===== src/rtl/core/pse_pkg.sv =====
// Shared types and codes of the postfix stack evaluator.
// The controller, the datapath and the top level import this package.
package pse_pkg;

    localparam int DATA_W = 32;

    // Request kinds carried in the input tuser.
    localparam logic [1:0] REQ_PUSH = 2'd0;
    localparam logic [1:0] REQ_OP   = 2'd1;
    localparam logic [1:0] REQ_FIN  = 2'd2;

    // Operator codes.
    localparam logic [3:0] OP_ADD = 4'd0;
    localparam logic [3:0] OP_SUB = 4'd1;
    localparam logic [3:0] OP_MUL = 4'd2;
    localparam logic [3:0] OP_DIV = 4'd3;
    localparam logic [3:0] OP_MOD = 4'd4;
    localparam logic [3:0] OP_NEG = 4'd5;
    localparam logic [3:0] OP_NOT = 4'd6;
    localparam logic [3:0] OP_LT  = 4'd7;
    localparam logic [3:0] OP_GT  = 4'd8;
    localparam logic [3:0] OP_EQ  = 4'd9;
    localparam logic [3:0] OP_LE  = 4'd10;
    localparam logic [3:0] OP_GE  = 4'd11;
    localparam logic [3:0] OP_NE  = 4'd12;
    localparam logic [3:0] OP_AND = 4'd13;
    localparam logic [3:0] OP_OR  = 4'd14;

    // Status codes reported with every result.
    localparam logic [1:0] ST_OK    = 2'd0;
    localparam logic [1:0] ST_UNDER = 2'd1;
    localparam logic [1:0] ST_OVER  = 2'd2;
    localparam logic [1:0] ST_DIVZ  = 2'd3;

    // Datapath actions issued by the controller.
    typedef enum logic [3:0] {
        A_NONE,
        A_PUSH,
        A_UNARY,
        A_FAULT,
        A_NOPRES,
        A_READ,
        A_BIN,
        A_DIVSTART,
        A_DIVDONE,
        A_FIN,
        A_RELOAD
    } t_act;

    typedef struct packed {
        t_act       act;
        logic [1:0] fault;
        logic [3:0] op;
        logic       emit;
    } t_cmd;

    typedef struct packed {
        logic cnt_zero;
        logic cnt_lt2;
        logic full;
        logic top_zero;
        logic div_done;
    } t_stat;

    typedef struct packed {
        logic signed [DATA_W-1:0] top;
        logic [4:0]               depth;
        logic [1:0]               status;
        logic                     fin;
    } t_result;

endpackage


===== src/rtl/core/pse_ram.sv =====
// Generic single-write, single-read RAM with a registered read port.
// No dependencies.
module pse_ram #(
    parameter int WIDTH  = 32,
    parameter int DEPTH  = 16,
    parameter int ADDR_W = $clog2(DEPTH)
) (
    input  logic              i_clk,
    input  logic              i_wr_en,
    input  logic [ADDR_W-1:0] i_wr_addr,
    input  logic [WIDTH-1:0]  i_wr_data,
    input  logic              i_rd_en,
    input  logic [ADDR_W-1:0] i_rd_addr,
    output logic [WIDTH-1:0]  o_rd_data
);

    logic [WIDTH-1:0] r_mem [DEPTH];
    logic [WIDTH-1:0] r_rd_data;

    always_ff @(posedge i_clk) begin
        if (i_wr_en) begin
            r_mem[i_wr_addr] <= i_wr_data;
        end
        if (i_rd_en) begin
            r_rd_data <= r_mem[i_rd_addr];
        end
    end

    assign o_rd_data = r_rd_data;

endmodule


===== src/rtl/core/pse_div.sv =====
// Radix-2 restoring signed divider, one quotient bit per cycle.
// Truncates toward zero; the remainder takes the sign of the dividend. No dependencies.
module pse_div (
    input  logic               i_clk,
    input  logic               i_rst_n,
    input  logic               i_start,
    input  logic signed [31:0] i_dividend,
    input  logic signed [31:0] i_divisor,
    output logic               o_done,
    output logic signed [31:0] o_quotient,
    output logic signed [31:0] o_remainder
);

    logic        r_busy;
    logic        r_done;
    logic [4:0]  r_step;
    logic [31:0] r_quo;
    logic [31:0] r_rem;
    logic [31:0] r_den;
    logic        r_neg_q;
    logic        r_neg_r;

    logic [32:0] shifted;
    logic [32:0] diff;
    logic        take;

    assign shifted = {r_rem, r_quo[31]};
    assign diff    = shifted - {1'b0, r_den};
    assign take    = !diff[32];

    always_ff @(posedge i_clk) begin
        if (!i_rst_n) begin
            r_busy <= 1'b0;
            r_done <= 1'b0;
            r_step <= '0;
        end else begin
            r_done <= r_busy && (r_step == 5'd31);
            if (i_start) begin
                r_busy <= 1'b1;
                r_step <= '0;
            end else if (r_busy) begin
                r_step <= r_step + 5'd1;
                if (r_step == 5'd31) begin
                    r_busy <= 1'b0;
                end
            end
        end
    end

    // Operands are held as magnitudes; signs are applied on the way out.
    always_ff @(posedge i_clk) begin
        if (i_start) begin
            r_quo   <= i_dividend[31] ? 32'd0 - i_dividend : i_dividend;
            r_den   <= i_divisor[31] ? 32'd0 - i_divisor : i_divisor;
            r_rem   <= '0;
            r_neg_q <= i_dividend[31] ^ i_divisor[31];
            r_neg_r <= i_dividend[31];
        end else if (r_busy) begin
            r_rem <= take ? diff[31:0] : shifted[31:0];
            r_quo <= {r_quo[30:0], take};
        end
    end

    assign o_done      = r_done;
    assign o_quotient  = r_neg_q ? 32'd0 - r_quo : r_quo;
    assign o_remainder = r_neg_r ? 32'd0 - r_rem : r_rem;

endmodule


===== src/rtl/core/pse_datapath.sv =====
// Evaluator datapath: cached top of stack, stack RAM below it, ALU and divider.
// Uses pse_pkg, pse_ram and pse_div; driven by commands from pse_ctrl.
module pse_datapath #(
    parameter int STACK_DEPTH = 16
) (
    input  logic                 i_clk,
    input  logic                 i_rst_n,
    input  pse_pkg::t_cmd        i_cmd,
    input  logic signed [31:0]   i_literal,
    output pse_pkg::t_stat       o_stat,
    output pse_pkg::t_result     o_res
);
    import pse_pkg::*;

    localparam int ADDR_W  = $clog2(STACK_DEPTH);
    localparam int COUNT_W = $clog2(STACK_DEPTH + 1);

    // The top entry lives in r_top; entries below it live in the RAM at
    // addresses 0 .. count-2.
    logic [COUNT_W-1:0]  r_count;
    logic [COUNT_W-1:0]  n_count;
    logic signed [31:0]  r_top;
    logic signed [31:0]  n_top;
    logic signed [31:0]  r_res_top;
    logic signed [31:0]  n_res_top;
    logic [1:0]          r_res_status;
    logic [1:0]          n_res_status;
    logic                r_res_fin;
    logic                n_res_fin;

    logic [COUNT_W-1:0]  count_m1;
    logic [COUNT_W-1:0]  count_m2;
    logic [COUNT_W+4:0]  count_ext;
    logic signed [31:0]  top_or_zero;

    logic                ram_wr_en;
    logic                ram_rd_en;
    logic signed [31:0]  ram_rd_data;

    logic signed [31:0]  opa;
    logic signed [31:0]  opb;
    logic signed [31:0]  prod;
    logic signed [31:0]  bin_res;
    logic signed [31:0]  un_res;

    logic                div_done;
    logic signed [31:0]  div_quo;
    logic signed [31:0]  div_rem;

    assign count_m1    = r_count - COUNT_W'(1);
    assign count_m2    = r_count - COUNT_W'(2);
    assign count_ext   = {5'd0, r_count};
    assign top_or_zero = (r_count == '0) ? 32'sd0 : r_top;

    assign ram_wr_en = (i_cmd.act == A_PUSH) && (r_count != '0);
    assign ram_rd_en = (i_cmd.act == A_READ) || (i_cmd.act == A_FIN);

    pse_ram #(
        .WIDTH (32),
        .DEPTH (STACK_DEPTH)
    ) u_ram (
        .i_clk     (i_clk),
        .i_wr_en   (ram_wr_en),
        .i_wr_addr (count_m1[ADDR_W-1:0]),
        .i_wr_data (r_top),
        .i_rd_en   (ram_rd_en),
        .i_rd_addr (count_m2[ADDR_W-1:0]),
        .o_rd_data (ram_rd_data)
    );

    pse_div u_div (
        .i_clk       (i_clk),
        .i_rst_n     (i_rst_n),
        .i_start     (i_cmd.act == A_DIVSTART),
        .i_dividend  (ram_rd_data),
        .i_divisor   (r_top),
        .o_done      (div_done),
        .o_quotient  (div_quo),
        .o_remainder (div_rem)
    );

    // Left operand comes from the RAM read, right operand is the cached top.
    assign opa  = ram_rd_data;
    assign opb  = r_top;
    assign prod = opa * opb;

    always_comb begin
        case (i_cmd.op)
            OP_ADD:  bin_res = opa + opb;
            OP_SUB:  bin_res = opa - opb;
            OP_MUL:  bin_res = prod;
            OP_LT:   bin_res = {31'd0, opa < opb};
            OP_GT:   bin_res = {31'd0, opa > opb};
            OP_EQ:   bin_res = {31'd0, opa == opb};
            OP_LE:   bin_res = {31'd0, opa <= opb};
            OP_GE:   bin_res = {31'd0, opa >= opb};
            OP_NE:   bin_res = {31'd0, opa != opb};
            OP_AND:  bin_res = {31'd0, (opa != 32'sd0) && (opb != 32'sd0)};
            OP_OR:   bin_res = {31'd0, (opa != 32'sd0) || (opb != 32'sd0)};
            default: bin_res = 32'sd0;
        endcase
    end

    assign un_res = (i_cmd.op == OP_NEG) ? 32'sd0 - r_top : {31'd0, r_top == 32'sd0};

    always_comb begin
        n_count      = r_count;
        n_top        = r_top;
        n_res_top    = r_res_top;
        n_res_status = r_res_status;
        n_res_fin    = r_res_fin;
        case (i_cmd.act)
            A_PUSH: begin
                n_count      = r_count + COUNT_W'(1);
                n_top        = i_literal;
                n_res_top    = i_literal;
                n_res_status = ST_OK;
                n_res_fin    = 1'b0;
            end
            A_UNARY: begin
                n_top        = un_res;
                n_res_top    = un_res;
                n_res_status = ST_OK;
                n_res_fin    = 1'b0;
            end
            A_FAULT: begin
                n_res_top    = top_or_zero;
                n_res_status = i_cmd.fault;
                n_res_fin    = 1'b0;
            end
            A_NOPRES: begin
                n_res_top    = top_or_zero;
                n_res_status = ST_OK;
                n_res_fin    = 1'b0;
            end
            A_BIN: begin
                n_count      = count_m1;
                n_top        = bin_res;
                n_res_top    = bin_res;
                n_res_status = ST_OK;
                n_res_fin    = 1'b0;
            end
            A_DIVDONE: begin
                n_count      = count_m1;
                n_top        = (i_cmd.op == OP_MOD) ? div_rem : div_quo;
                n_res_top    = (i_cmd.op == OP_MOD) ? div_rem : div_quo;
                n_res_status = ST_OK;
                n_res_fin    = 1'b0;
            end
            A_FIN: begin
                n_count      = count_m1;
                n_res_top    = r_top;
                n_res_status = ST_OK;
                n_res_fin    = 1'b1;
            end
            A_RELOAD: begin
                n_top = ram_rd_data;
            end
            default: begin
                n_count = r_count;
            end
        endcase
    end

    always_ff @(posedge i_clk) begin
        if (!i_rst_n) begin
            r_count <= '0;
        end else begin
            r_count <= n_count;
        end
    end

    always_ff @(posedge i_clk) begin
        r_top        <= n_top;
        r_res_top    <= n_res_top;
        r_res_status <= n_res_status;
        r_res_fin    <= n_res_fin;
    end

    assign o_stat.cnt_zero = (r_count == '0);
    assign o_stat.cnt_lt2  = (r_count < COUNT_W'(2));
    assign o_stat.full     = (r_count >= COUNT_W'(STACK_DEPTH));
    assign o_stat.top_zero = (r_top == 32'sd0);
    assign o_stat.div_done = div_done;

    assign o_res.top    = r_res_top;
    assign o_res.depth  = count_ext[4:0];
    assign o_res.status = r_res_status;
    assign o_res.fin    = r_res_fin;

    a_count_bound: assert property (@(posedge i_clk) disable iff (!i_rst_n)
        r_count <= COUNT_W'(STACK_DEPTH))
        else $error("stack count exceeds the stack depth");

    a_push_not_full: assert property (@(posedge i_clk) disable iff (!i_rst_n)
        (i_cmd.act == A_PUSH) |-> !o_stat.full)
        else $error("push issued on a full stack");

endmodule


===== src/rtl/core/pse_ctrl.sv =====
// Evaluator controller: decodes each request and sequences the datapath.
// Uses pse_pkg; drives pse_datapath through t_cmd and reads t_stat back.
module pse_ctrl (
    input  logic           i_clk,
    input  logic           i_rst_n,
    input  logic           i_valid,
    output logic           o_ready,
    input  logic [1:0]     i_req,
    input  logic [3:0]     i_op,
    input  pse_pkg::t_stat i_stat,
    input  logic           i_out_free,
    output pse_pkg::t_cmd  o_cmd
);
    import pse_pkg::*;

    typedef enum logic [4:0] {
        S_IDLE   = 5'b00001,
        S_BIN    = 5'b00010,
        S_DIV    = 5'b00100,
        S_RELOAD = 5'b01000,
        S_HOLD   = 5'b10000
    } t_state;

    t_state     r_state;
    t_state     n_state;
    logic [3:0] r_op;
    logic [3:0] n_op;
    logic       in_div_op;
    logic       op_is_div;

    assign in_div_op = (i_op == OP_DIV) || (i_op == OP_MOD);
    assign op_is_div = (r_op == OP_DIV) || (r_op == OP_MOD);
    assign o_ready   = (r_state == S_IDLE);

    always_comb begin
        n_state     = r_state;
        n_op        = r_op;
        o_cmd.act   = A_NONE;
        o_cmd.fault = ST_OK;
        o_cmd.op    = r_op;
        o_cmd.emit  = 1'b0;
        case (r_state)
            S_IDLE: begin
                o_cmd.op = i_op;
                if (i_valid) begin
                    n_op    = i_op;
                    n_state = S_HOLD;
                    case (i_req)
                        REQ_PUSH: begin
                            if (i_stat.full) begin
                                o_cmd.act   = A_FAULT;
                                o_cmd.fault = ST_OVER;
                            end else begin
                                o_cmd.act = A_PUSH;
                            end
                        end
                        REQ_OP: begin
                            if (i_op == OP_NEG || i_op == OP_NOT) begin
                                if (i_stat.cnt_zero) begin
                                    o_cmd.act   = A_FAULT;
                                    o_cmd.fault = ST_UNDER;
                                end else begin
                                    o_cmd.act = A_UNARY;
                                end
                            end else if (i_op > OP_OR) begin
                                o_cmd.act = A_NOPRES;
                            end else if (i_stat.cnt_lt2) begin
                                o_cmd.act   = A_FAULT;
                                o_cmd.fault = ST_UNDER;
                            end else if (in_div_op && i_stat.top_zero) begin
                                o_cmd.act   = A_FAULT;
                                o_cmd.fault = ST_DIVZ;
                            end else begin
                                o_cmd.act = A_READ;
                                n_state   = S_BIN;
                            end
                        end
                        REQ_FIN: begin
                            if (i_stat.cnt_zero) begin
                                o_cmd.act   = A_FAULT;
                                o_cmd.fault = ST_UNDER;
                            end else begin
                                // The entry below the popped top must be fetched.
                                o_cmd.act = A_FIN;
                                n_state   = i_stat.cnt_lt2 ? S_HOLD : S_RELOAD;
                            end
                        end
                        default: begin
                            o_cmd.act = A_NOPRES;
                        end
                    endcase
                end
            end
            S_BIN: begin
                if (op_is_div) begin
                    o_cmd.act = A_DIVSTART;
                    n_state   = S_DIV;
                end else begin
                    o_cmd.act = A_BIN;
                    n_state   = S_HOLD;
                end
            end
            S_DIV: begin
                if (i_stat.div_done) begin
                    o_cmd.act = A_DIVDONE;
                    n_state   = S_HOLD;
                end
            end
            S_RELOAD: begin
                o_cmd.act = A_RELOAD;
                n_state   = S_HOLD;
            end
            S_HOLD: begin
                if (i_out_free) begin
                    o_cmd.emit = 1'b1;
                    n_state    = S_IDLE;
                end
            end
            default: begin
                n_state = S_IDLE;
            end
        endcase
    end

    always_ff @(posedge i_clk) begin
        if (!i_rst_n) begin
            r_state <= S_IDLE;
        end else begin
            r_state <= n_state;
        end
    end

    always_ff @(posedge i_clk) begin
        r_op <= n_op;
    end

    a_accept_leaves_idle: assert property (@(posedge i_clk) disable iff (!i_rst_n)
        (i_valid && o_ready) |=> (r_state != S_IDLE))
        else $error("accepted transaction did not start a step");

    a_div_done_in_div: assert property (@(posedge i_clk) disable iff (!i_rst_n)
        i_stat.div_done |-> (r_state == S_DIV))
        else $error("divider finished outside the divide state");

endmodule


===== src/rtl/core/postfix_stack_evaluator.sv =====
// Top level of the postfix stack evaluator: stream ports and output register.
// Uses pse_pkg, pse_ctrl and pse_datapath.
//
// The block takes one request per input transaction (push a literal, apply an
// operator, or finish and pop the result) and returns exactly one result
// transaction for it, carrying the new top of stack, the depth and a status;
// tlast marks a finished expression value. Requests are handled one at a
// time. For push, unary operators, faults, unknown codes and a finish that
// empties the stack, the datapath registers the result at acceptance and the
// hold state then loads it into the output register. Binary operators other
// than divide and modulo, and a finish that leaves one or more entries, pass
// through S_BIN or S_RELOAD first because the entry below the top is read from
// the stack RAM, which has a registered read port. Divide and modulo also wait
// in S_DIV for the radix-2 divider, which produces one quotient bit per cycle.
// A result that finds the output register still occupied waits until the
// receiver takes the previous one. The stack holds STACK_DEPTH entries, the
// top one in a register and the rest in the RAM; stack entries are not cleared
// at reset and need no clearing pass. A new request is accepted while the
// previous result still waits in the output register.
module postfix_stack_evaluator #(
    parameter int STACK_DEPTH = 16
) (
    input  logic        i_clk,
    input  logic        i_rst_n,
    input  logic        s_axis_tvalid,
    output logic        s_axis_tready,
    input  logic [39:0] s_axis_tdata,  // literal[31:0], op_code[35:32], zero[39:36]
    input  logic [1:0]  s_axis_tuser,  // req_type[1:0]
    output logic        m_axis_tvalid,
    input  logic        m_axis_tready,
    output logic [39:0] m_axis_tdata,  // top_value[31:0], depth[36:32], status[38:37], zero[39]
    output logic        m_axis_tlast   // is_final
);
    import pse_pkg::*;

    t_cmd        cmd;
    t_stat       stat;
    t_result     res;
    logic        out_free;
    logic        r_out_valid;
    logic [39:0] r_out_data;
    logic        r_out_last;

    assign out_free = !r_out_valid || m_axis_tready;

    pse_ctrl u_ctrl (
        .i_clk      (i_clk),
        .i_rst_n    (i_rst_n),
        .i_valid    (s_axis_tvalid),
        .o_ready    (s_axis_tready),
        .i_req      (s_axis_tuser),
        .i_op       (s_axis_tdata[35:32]),
        .i_stat     (stat),
        .i_out_free (out_free),
        .o_cmd      (cmd)
    );

    pse_datapath #(
        .STACK_DEPTH (STACK_DEPTH)
    ) u_datapath (
        .i_clk     (i_clk),
        .i_rst_n   (i_rst_n),
        .i_cmd     (cmd),
        .i_literal (s_axis_tdata[31:0]),
        .o_stat    (stat),
        .o_res     (res)
    );

    always_ff @(posedge i_clk) begin
        if (!i_rst_n) begin
            r_out_valid <= 1'b0;
        end else if (cmd.emit) begin
            r_out_valid <= 1'b1;
        end else if (m_axis_tready) begin
            r_out_valid <= 1'b0;
        end
    end

    always_ff @(posedge i_clk) begin
        if (cmd.emit) begin
            r_out_data <= {1'b0, res.status, res.depth, res.top};
            r_out_last <= res.fin;
        end
    end

    assign m_axis_tvalid = r_out_valid;
    assign m_axis_tdata  = r_out_data;
    assign m_axis_tlast  = r_out_last;

endmodule


===== config.mk =====
export PLATFORM = sky130hd
export DESIGN_NAME = postfix_stack_evaluator
export DESIGN_NICKNAME = d
export VERILOG_FILES = /design/src/rtl/core/pse_pkg.sv /design/src/rtl/core/pse_ram.sv /design/src/rtl/core/pse_div.sv /design/src/rtl/core/pse_datapath.sv /design/src/rtl/core/pse_ctrl.sv /design/src/rtl/core/postfix_stack_evaluator.sv
export SDC_FILE = /design/constraint.sdc
export NUM_CORES = 2
export LEC_CHECK = 0
export BUFFER_PORTS_ARGS = -buffer_cell sky130_fd_sc_hd__clkbuf_2
export CORE_ASPECT_RATIO = 1.4
export CORE_UTILIZATION = 60
export CTS_CLUSTER_DIAMETER = 120
export DETAILED_ROUTE_END_ITERATION = 6
export PLACE_DENSITY_LB_ADDON = 0.12
export SLEW_MARGIN = 40
export SYNTH_ARGS = -nofsm -noshare
export SYNTH_HDL_FRONTEND = slang
export SYNTH_HIERARCHICAL = 1
export SYNTH_SLANG_ARGS = --single-unit

===== constraint.sdc =====
create_clock -name i_clk -period 18.7 [get_ports i_clk]
set_clock_uncertainty 0.1 [all_clocks]
set_input_delay 2.805 -clock i_clk [delete_from_list [all_inputs] [get_ports i_clk]]
set_output_delay 2.805 -clock i_clk [all_outputs]
set_load 0.005 [all_outputs]

======== Word level (Yosys, flattened, before mapping) ========
Memories as Yosys holds them, arrays and structs flattened. A register that Yosys moved wholly into a read port is not among the register bits.
Index checks and enable logic that the tools add are counted.
word-level totals
  register bits after elaboration ......... 227
  bits of input ports ..................... 46
  memories ................................ 1
  memory bits (writable) .................. 512
  word-level logic and storage cells ...... 170
memory list
  name                    depth  bits a word  rd ports  clocked after Yosys merged registers in  write ports  RTL line       RTL
  u_datapath.u_ram.r_mem  16     32           1         1                                        1            pse_ram.sv:17  logic [WIDTH-1:0] r_mem [DEPTH];
operators by class
  order comparisons ....................... 7
  bitwise operators ....................... 2
  muxes and demuxes ....................... 55
  equal/unequal tests ..................... 41
  $mul .................................... 1
  reductions and logical operators ........ 33
  add/subtract/negate cells ............... 11
operator list
  operator                                                               number
  32-bit case mux with 11 select lines                                   1
  32-bit two-way mux                                                     9
  32-bit case mux with 6 select lines                                    1
  32-bit case mux with 5 select lines                                    1
  1-bit by 32-bit subtractor with 32-bit output, first input constant    4
  32-bit nonzero test                                                    2
  5-bit two-way mux                                                      11
  4-bit by 3-bit equality test with 1-bit output, second input constant  11
  4-bit equality test, second input constant                             10
  33-bit by 32-bit subtractor with 33-bit output                         1
  32-bit adder                                                           1
  32-bit equality test                                                   1
  32-bit >= comparator                                                   1
  32-bit > comparator                                                    1
  32-bit less-or-equal comparator                                        1
  32-bit logical NOT                                                     1
  32-bit less-than comparator                                            1
  32-bit by 32-bit multiplier with 32-bit output                         1
  32-bit != test                                                         1
  32-bit subtractor                                                      1
  31-bit two-way mux                                                     1
  5-bit case mux with 5 select lines                                     1
  4-bit by 2-bit equality test with 1-bit output, second input constant  5
  5-bit case mux with 2 select lines                                     2
  other kinds (42)                                                       80

======== Longest topological paths before layout ========
  depth in word-level cells ............... 14
  gate-level depth with buffers ........... 32
  gate-level depth less buffers ........... 29

======== Hierarchy ========
Netlist, hierarchy kept.
by module, submodules not included
  module                   seq. area each (µm²)  cells each  instances  area an instance (µm²)
  pse_datapath             2112.0                3072        1          25552.0
  pse_ram                  16335.7               838         1          20155.6
  pse_div                  2762.6                986         1          8503.2
  postfix_stack_evaluator  1221.2                46          1          1261.2
  pse_ctrl                 220.2                 114         1          893.4

======== Worst setup path before layout ========
No wires, ideal clock.
  path kind ............................... input to register
  start point ............................. in s_axis_tdata[32]
  end point ............................... mem u_datapath.u_ram.r_mem[0][0], enable pin
  buffers on the path ..................... 3
  data arrival time ....................... 7478 ps
  path slack .............................. 10661 ps
  setup time .............................. 461 ps
  cell stages on the path ................. 12
  cell sequence ........................... clkbuf_1 > xnor2_1 > nor2_1 > o311ai_1 > o211ai_1 > clkbuf_1 > nand2b_1 > or3_1 > clkbuf_1 > nor2_1 > or3b_2 > nor3_1
RTL lines
  item             RTL line                       RTL
  start, declared  postfix_stack_evaluator.sv:27  input logic [39:0] s_axis_tdata,
  end, declared    pse_ram.sv:17

======== Final worst setup path ========
  start point ............................. reg u_datapath.r_top[8] (netlist: u_datapath/opb[8])
  end point ............................... reg u_datapath.r_res_top[25], data pin
on the way
  cells in the longest elaborated chain, start to end .. 12
  elaborated cells between the ends (all ways) .. 24
  those cells by class .................... 3 x add/sub; 1 x mul; 7 x eq/ne; 10 x mux; 3 x reduce/logical
ends and longest elaborated chain
  item                                                                                     RTL line             RTL
  start, declared                                                                          pse_datapath.sv:22   logic signed [31:0] r_top;
  start signal, assigned                                                                   pse_datapath.sv:174  r_top <= n_top;
  branches (longest 11 deep; another with 32-bit by 32-bit multiplier with 32-bit output)  n/a
  32-bit case mux with 6 select lines *                                                    pse_datapath.sv:112  case (i_cmd.act)
  named net u_datapath.n_res_top[25]                                                       pse_datapath.sv:25   logic signed [31:0] n_res_top;
  end signal, assigned                                                                     pse_datapath.sv:175  r_res_top <= n_res_top;
  end, declared                                                                            pse_datapath.sv:24   logic signed [31:0] r_res_top;
Mark *: on every way through the listed nets, which the timed path passes.
A chain may end at the register's enable or synchronous reset.

==> impl_metrics.json <==
{
  "status": "finished, violations left",
  "violations": "DRC",
  "async_flop_share_pct": 0,
  "synthFlopType": "edfxtp_1",
  "fin_nets": 5790,
  "crit_fanout": 36,
  "num_vias": 40600,
  "avgSynthCellArea_um2": 11.1,
  "dieHeight_um": 365,
  "endpoint": "u_datapath/r_res_top[25]",
  "fmax_mhz": 104,
  "worst_path_most_repeated_cell": "fa_1",
  "routed_wl_um": 173000,
  "path_class": "flip-flop to flip-flop",
  "synth_top_area_share_pct": 38.4,
  "clock_path_buffers": 3,
  "ys_types": 109,
  "drcViolationCount": 4,
  "io_pins": 89,
  "timing.rr.start": "u_datapath/opb[8]",
  "layout-drive-gt1-share_pct": 11.3,
  "place.detailed.hpwl_um": 119000,
  "grt_pass1_vias": 41000,
  "layout_common_cells": "edfxtp_1, inv_1, nand2_1, fa_1, and2_1",
  "crit_required_ps": 18980,
  "place_ws_ps": 9430,
  "clk_latency_ps": 700,
  "setup_violations": 0,
  "setup_tns_ps": 0,
  "cts_buffers": 75,
  "r2r_slack_ps": 9100,
  "hold_viol_final": 0,
  "drtAntennaViolNets": 0,
  "fin_util_pct": 65.7,
  "syn_area_um2": 56400,
  "htree_levels": 3,
  "drtIter0Drc": 3911,
  "grt_remaining_overflow": 0,
  "grt_max_degree": 83,
  "finalWorstSetupSlack_ps": 9100,
  "grt_pass1_wl_um": 255000,
  "max_stage_delay_ps": 900,
  "cts_root_buf": "clkbuf_16",
  "clkSinkCount": 771,
  "synth_edf_count": 721,
  "synth-seq-cells": 771,
  "postCtsHoldBufs": 0,
  "postSynthCellCount": 5056,
  "end_kind": "flip-flop",
  "grt_setup_unrepaired": "no",
  "wl_per_cell_um": 27.2,
  "synth_area_leaders": "edfxtp_1, fa_1, ha_1, mux4_2, inv_1",
  "synth_warnings": 6,
  "antenna_found_initial": 8,
  "start_util_pct": 60.7,
  "post_cts_resized": 0,
  "drtPass1Iterations": 7,
  "syn_nets": 5774,
  "port_buffers": 83,
  "grt_use_total_pct": 37.0,
  "die_area_um2": 95200,
  "core_area_um2": 92800,
  "tritoncts": "built",
  "synth_top_cell_by_area": "edfxtp_1",
  "routed_via_density": 6.41,
  "seq_area_frac_synth_pct": 40.2,
  "min_period_over_period_pct": 51.3,
  "path_clk_slew_ps": 60,
  "tightest_slew_ps": 961,
  "cp-startpoint": "u_datapath/opb[8]",
  "area_growth_pct": 8.22,
  "r2r.worst_path.cells": 27,
  "die_w_um": 261,
  "cpMaxStageDelayCell": "edfxtp_1",
  "num_rows": 132,
  "min_path_type": "flip-flop to flip-flop",
  "layout_commonest_cell": "edfxtp_1",
  "startpoint_type": "flip-flop",
  "drv_cap": 0,
  "gp_congestion": 1.04,
  "arrival_ps": 9880,
  "relSlewSlack_pct": 35.9,
  "final_max_slew_viol_count": 0,
  "post_cts_buffers": 0,
  "r2r-end": "u_datapath/r_res_top[25]",
  "fin_crit_ps": 9600
}
==> stage by stage <==
step | hold slack, ps | area, µm² | instances
after floorplan | 300 | 56400 | 5056
after global routing | 325 | 61000 | 6340
after detailed placement | 305 | 58500 | 6199
after CTS | 319 | 60900 | 6335
final | 319 | 61000 | 6343
after global placement | 303 | 58300 | 6189
==> layout make-up <==
type	instances	area [µm²]
Sequential cell	771	22700
Multi-Input combinational cell	3412	30700
Tap cell	1206	1510
Clock buffer	89	1970
Timing Repair Buffer	219	1490
Antenna cell	6	15.0
Inverter	593	2230
Fill cell	7210	31800
Clock inverter	47	452
==> flip-flops by register name, indices dropped and copies added (netlist names), 5 cells and up <==
name	cells
u_datapath/opb	32
u_datapath/r_count	5
u_datapath/u_div/r_quo	32
u_ctrl/r_state	5
u_datapath/u_div/r_step	5
u_datapath/u_ram/o_rd_data	32
u_datapath/u_ram/r_mem	512
u_datapath/r_res_top	32
m_axis_tdata	39
u_datapath/u_div/r_den	32
u_datapath/u_div/r_rem	32
==> layer usage <==
layer,routed length (µm),global-route usage (%),vias up,share of wire [%]
met5,38,0.309,-,0.022
met4,12600,24.1,2,7.3
met3,13600,7.04,583,7.9
met2,86500,63.7,1885,50
met1,59900,41.8,20500,35
li1,-,-,17700,-
==> cell usage after synthesis (54+ instances only) <==
master and number:
clkbuf_1 228, fa_1 411, nand2_1 489, xor2_1 66, ha_1 261, nand2b_1 54
a21oi_1 206, and2_1 336, nor3_1 61, mux4_2 128, nor2_1 262, xnor2_1 216
edfxtp_1 721, o21ai_0 133, inv_1 591, a22oi_1 89
==> worst max-delay path, delay by kind of cell (launching register included) <==
kind / cells / cell delay [ps]
adders and majority gates: 9 / 4230
DFF: 1 / 900
and+or+nand+nor: 4 / 700
buffers and inverters: 8 / 940
AOI/OAI and AO/OA: 6 / 2350
==> how the worst min path moves through the flow <==
stage                                        start               end  slack, ps  cells past startpoint
after floorplan            u_datapath/r_res_top[0]   m_axis_tdata[0]        300                      0
after global placement    u_datapath/r_res_top[27]  m_axis_tdata[27]        300                      0
after detailed placement  u_datapath/r_res_top[13]  m_axis_tdata[13]        300                      0
after CTS                 u_datapath/r_res_top[13]  m_axis_tdata[13]        320                      0
after global routing       u_datapath/r_res_top[4]   m_axis_tdata[4]        330                      0
final                     u_datapath/r_res_top[13]  m_axis_tdata[13]        320                      0
==> cell families (layout without fill, tap and decap cells) <==
| family | count (synthesis) | count (layout) | share of synthesized area, % |
|---|---|---|---|
| mux | 147 | 147 | 5.46 |
| xor+xnor | 283 | 283 | 4.42 |
| buf+inv | 873 | 948 | 6.02 |
| simple gates | 1451 | 1451 | 13.0 |
| compound gates | 858 | 858 | 10.5 |
| other cells | 1 | 7 | 0.00665 |
| fa+ha+maj | 672 | 672 | 20.4 |
| flops | 771 | 771 | 40.2 |
Power is left out: the tool's default activity adds up to more than one toggle a clock period on the data nets, which glitch-free logic cannot reach.
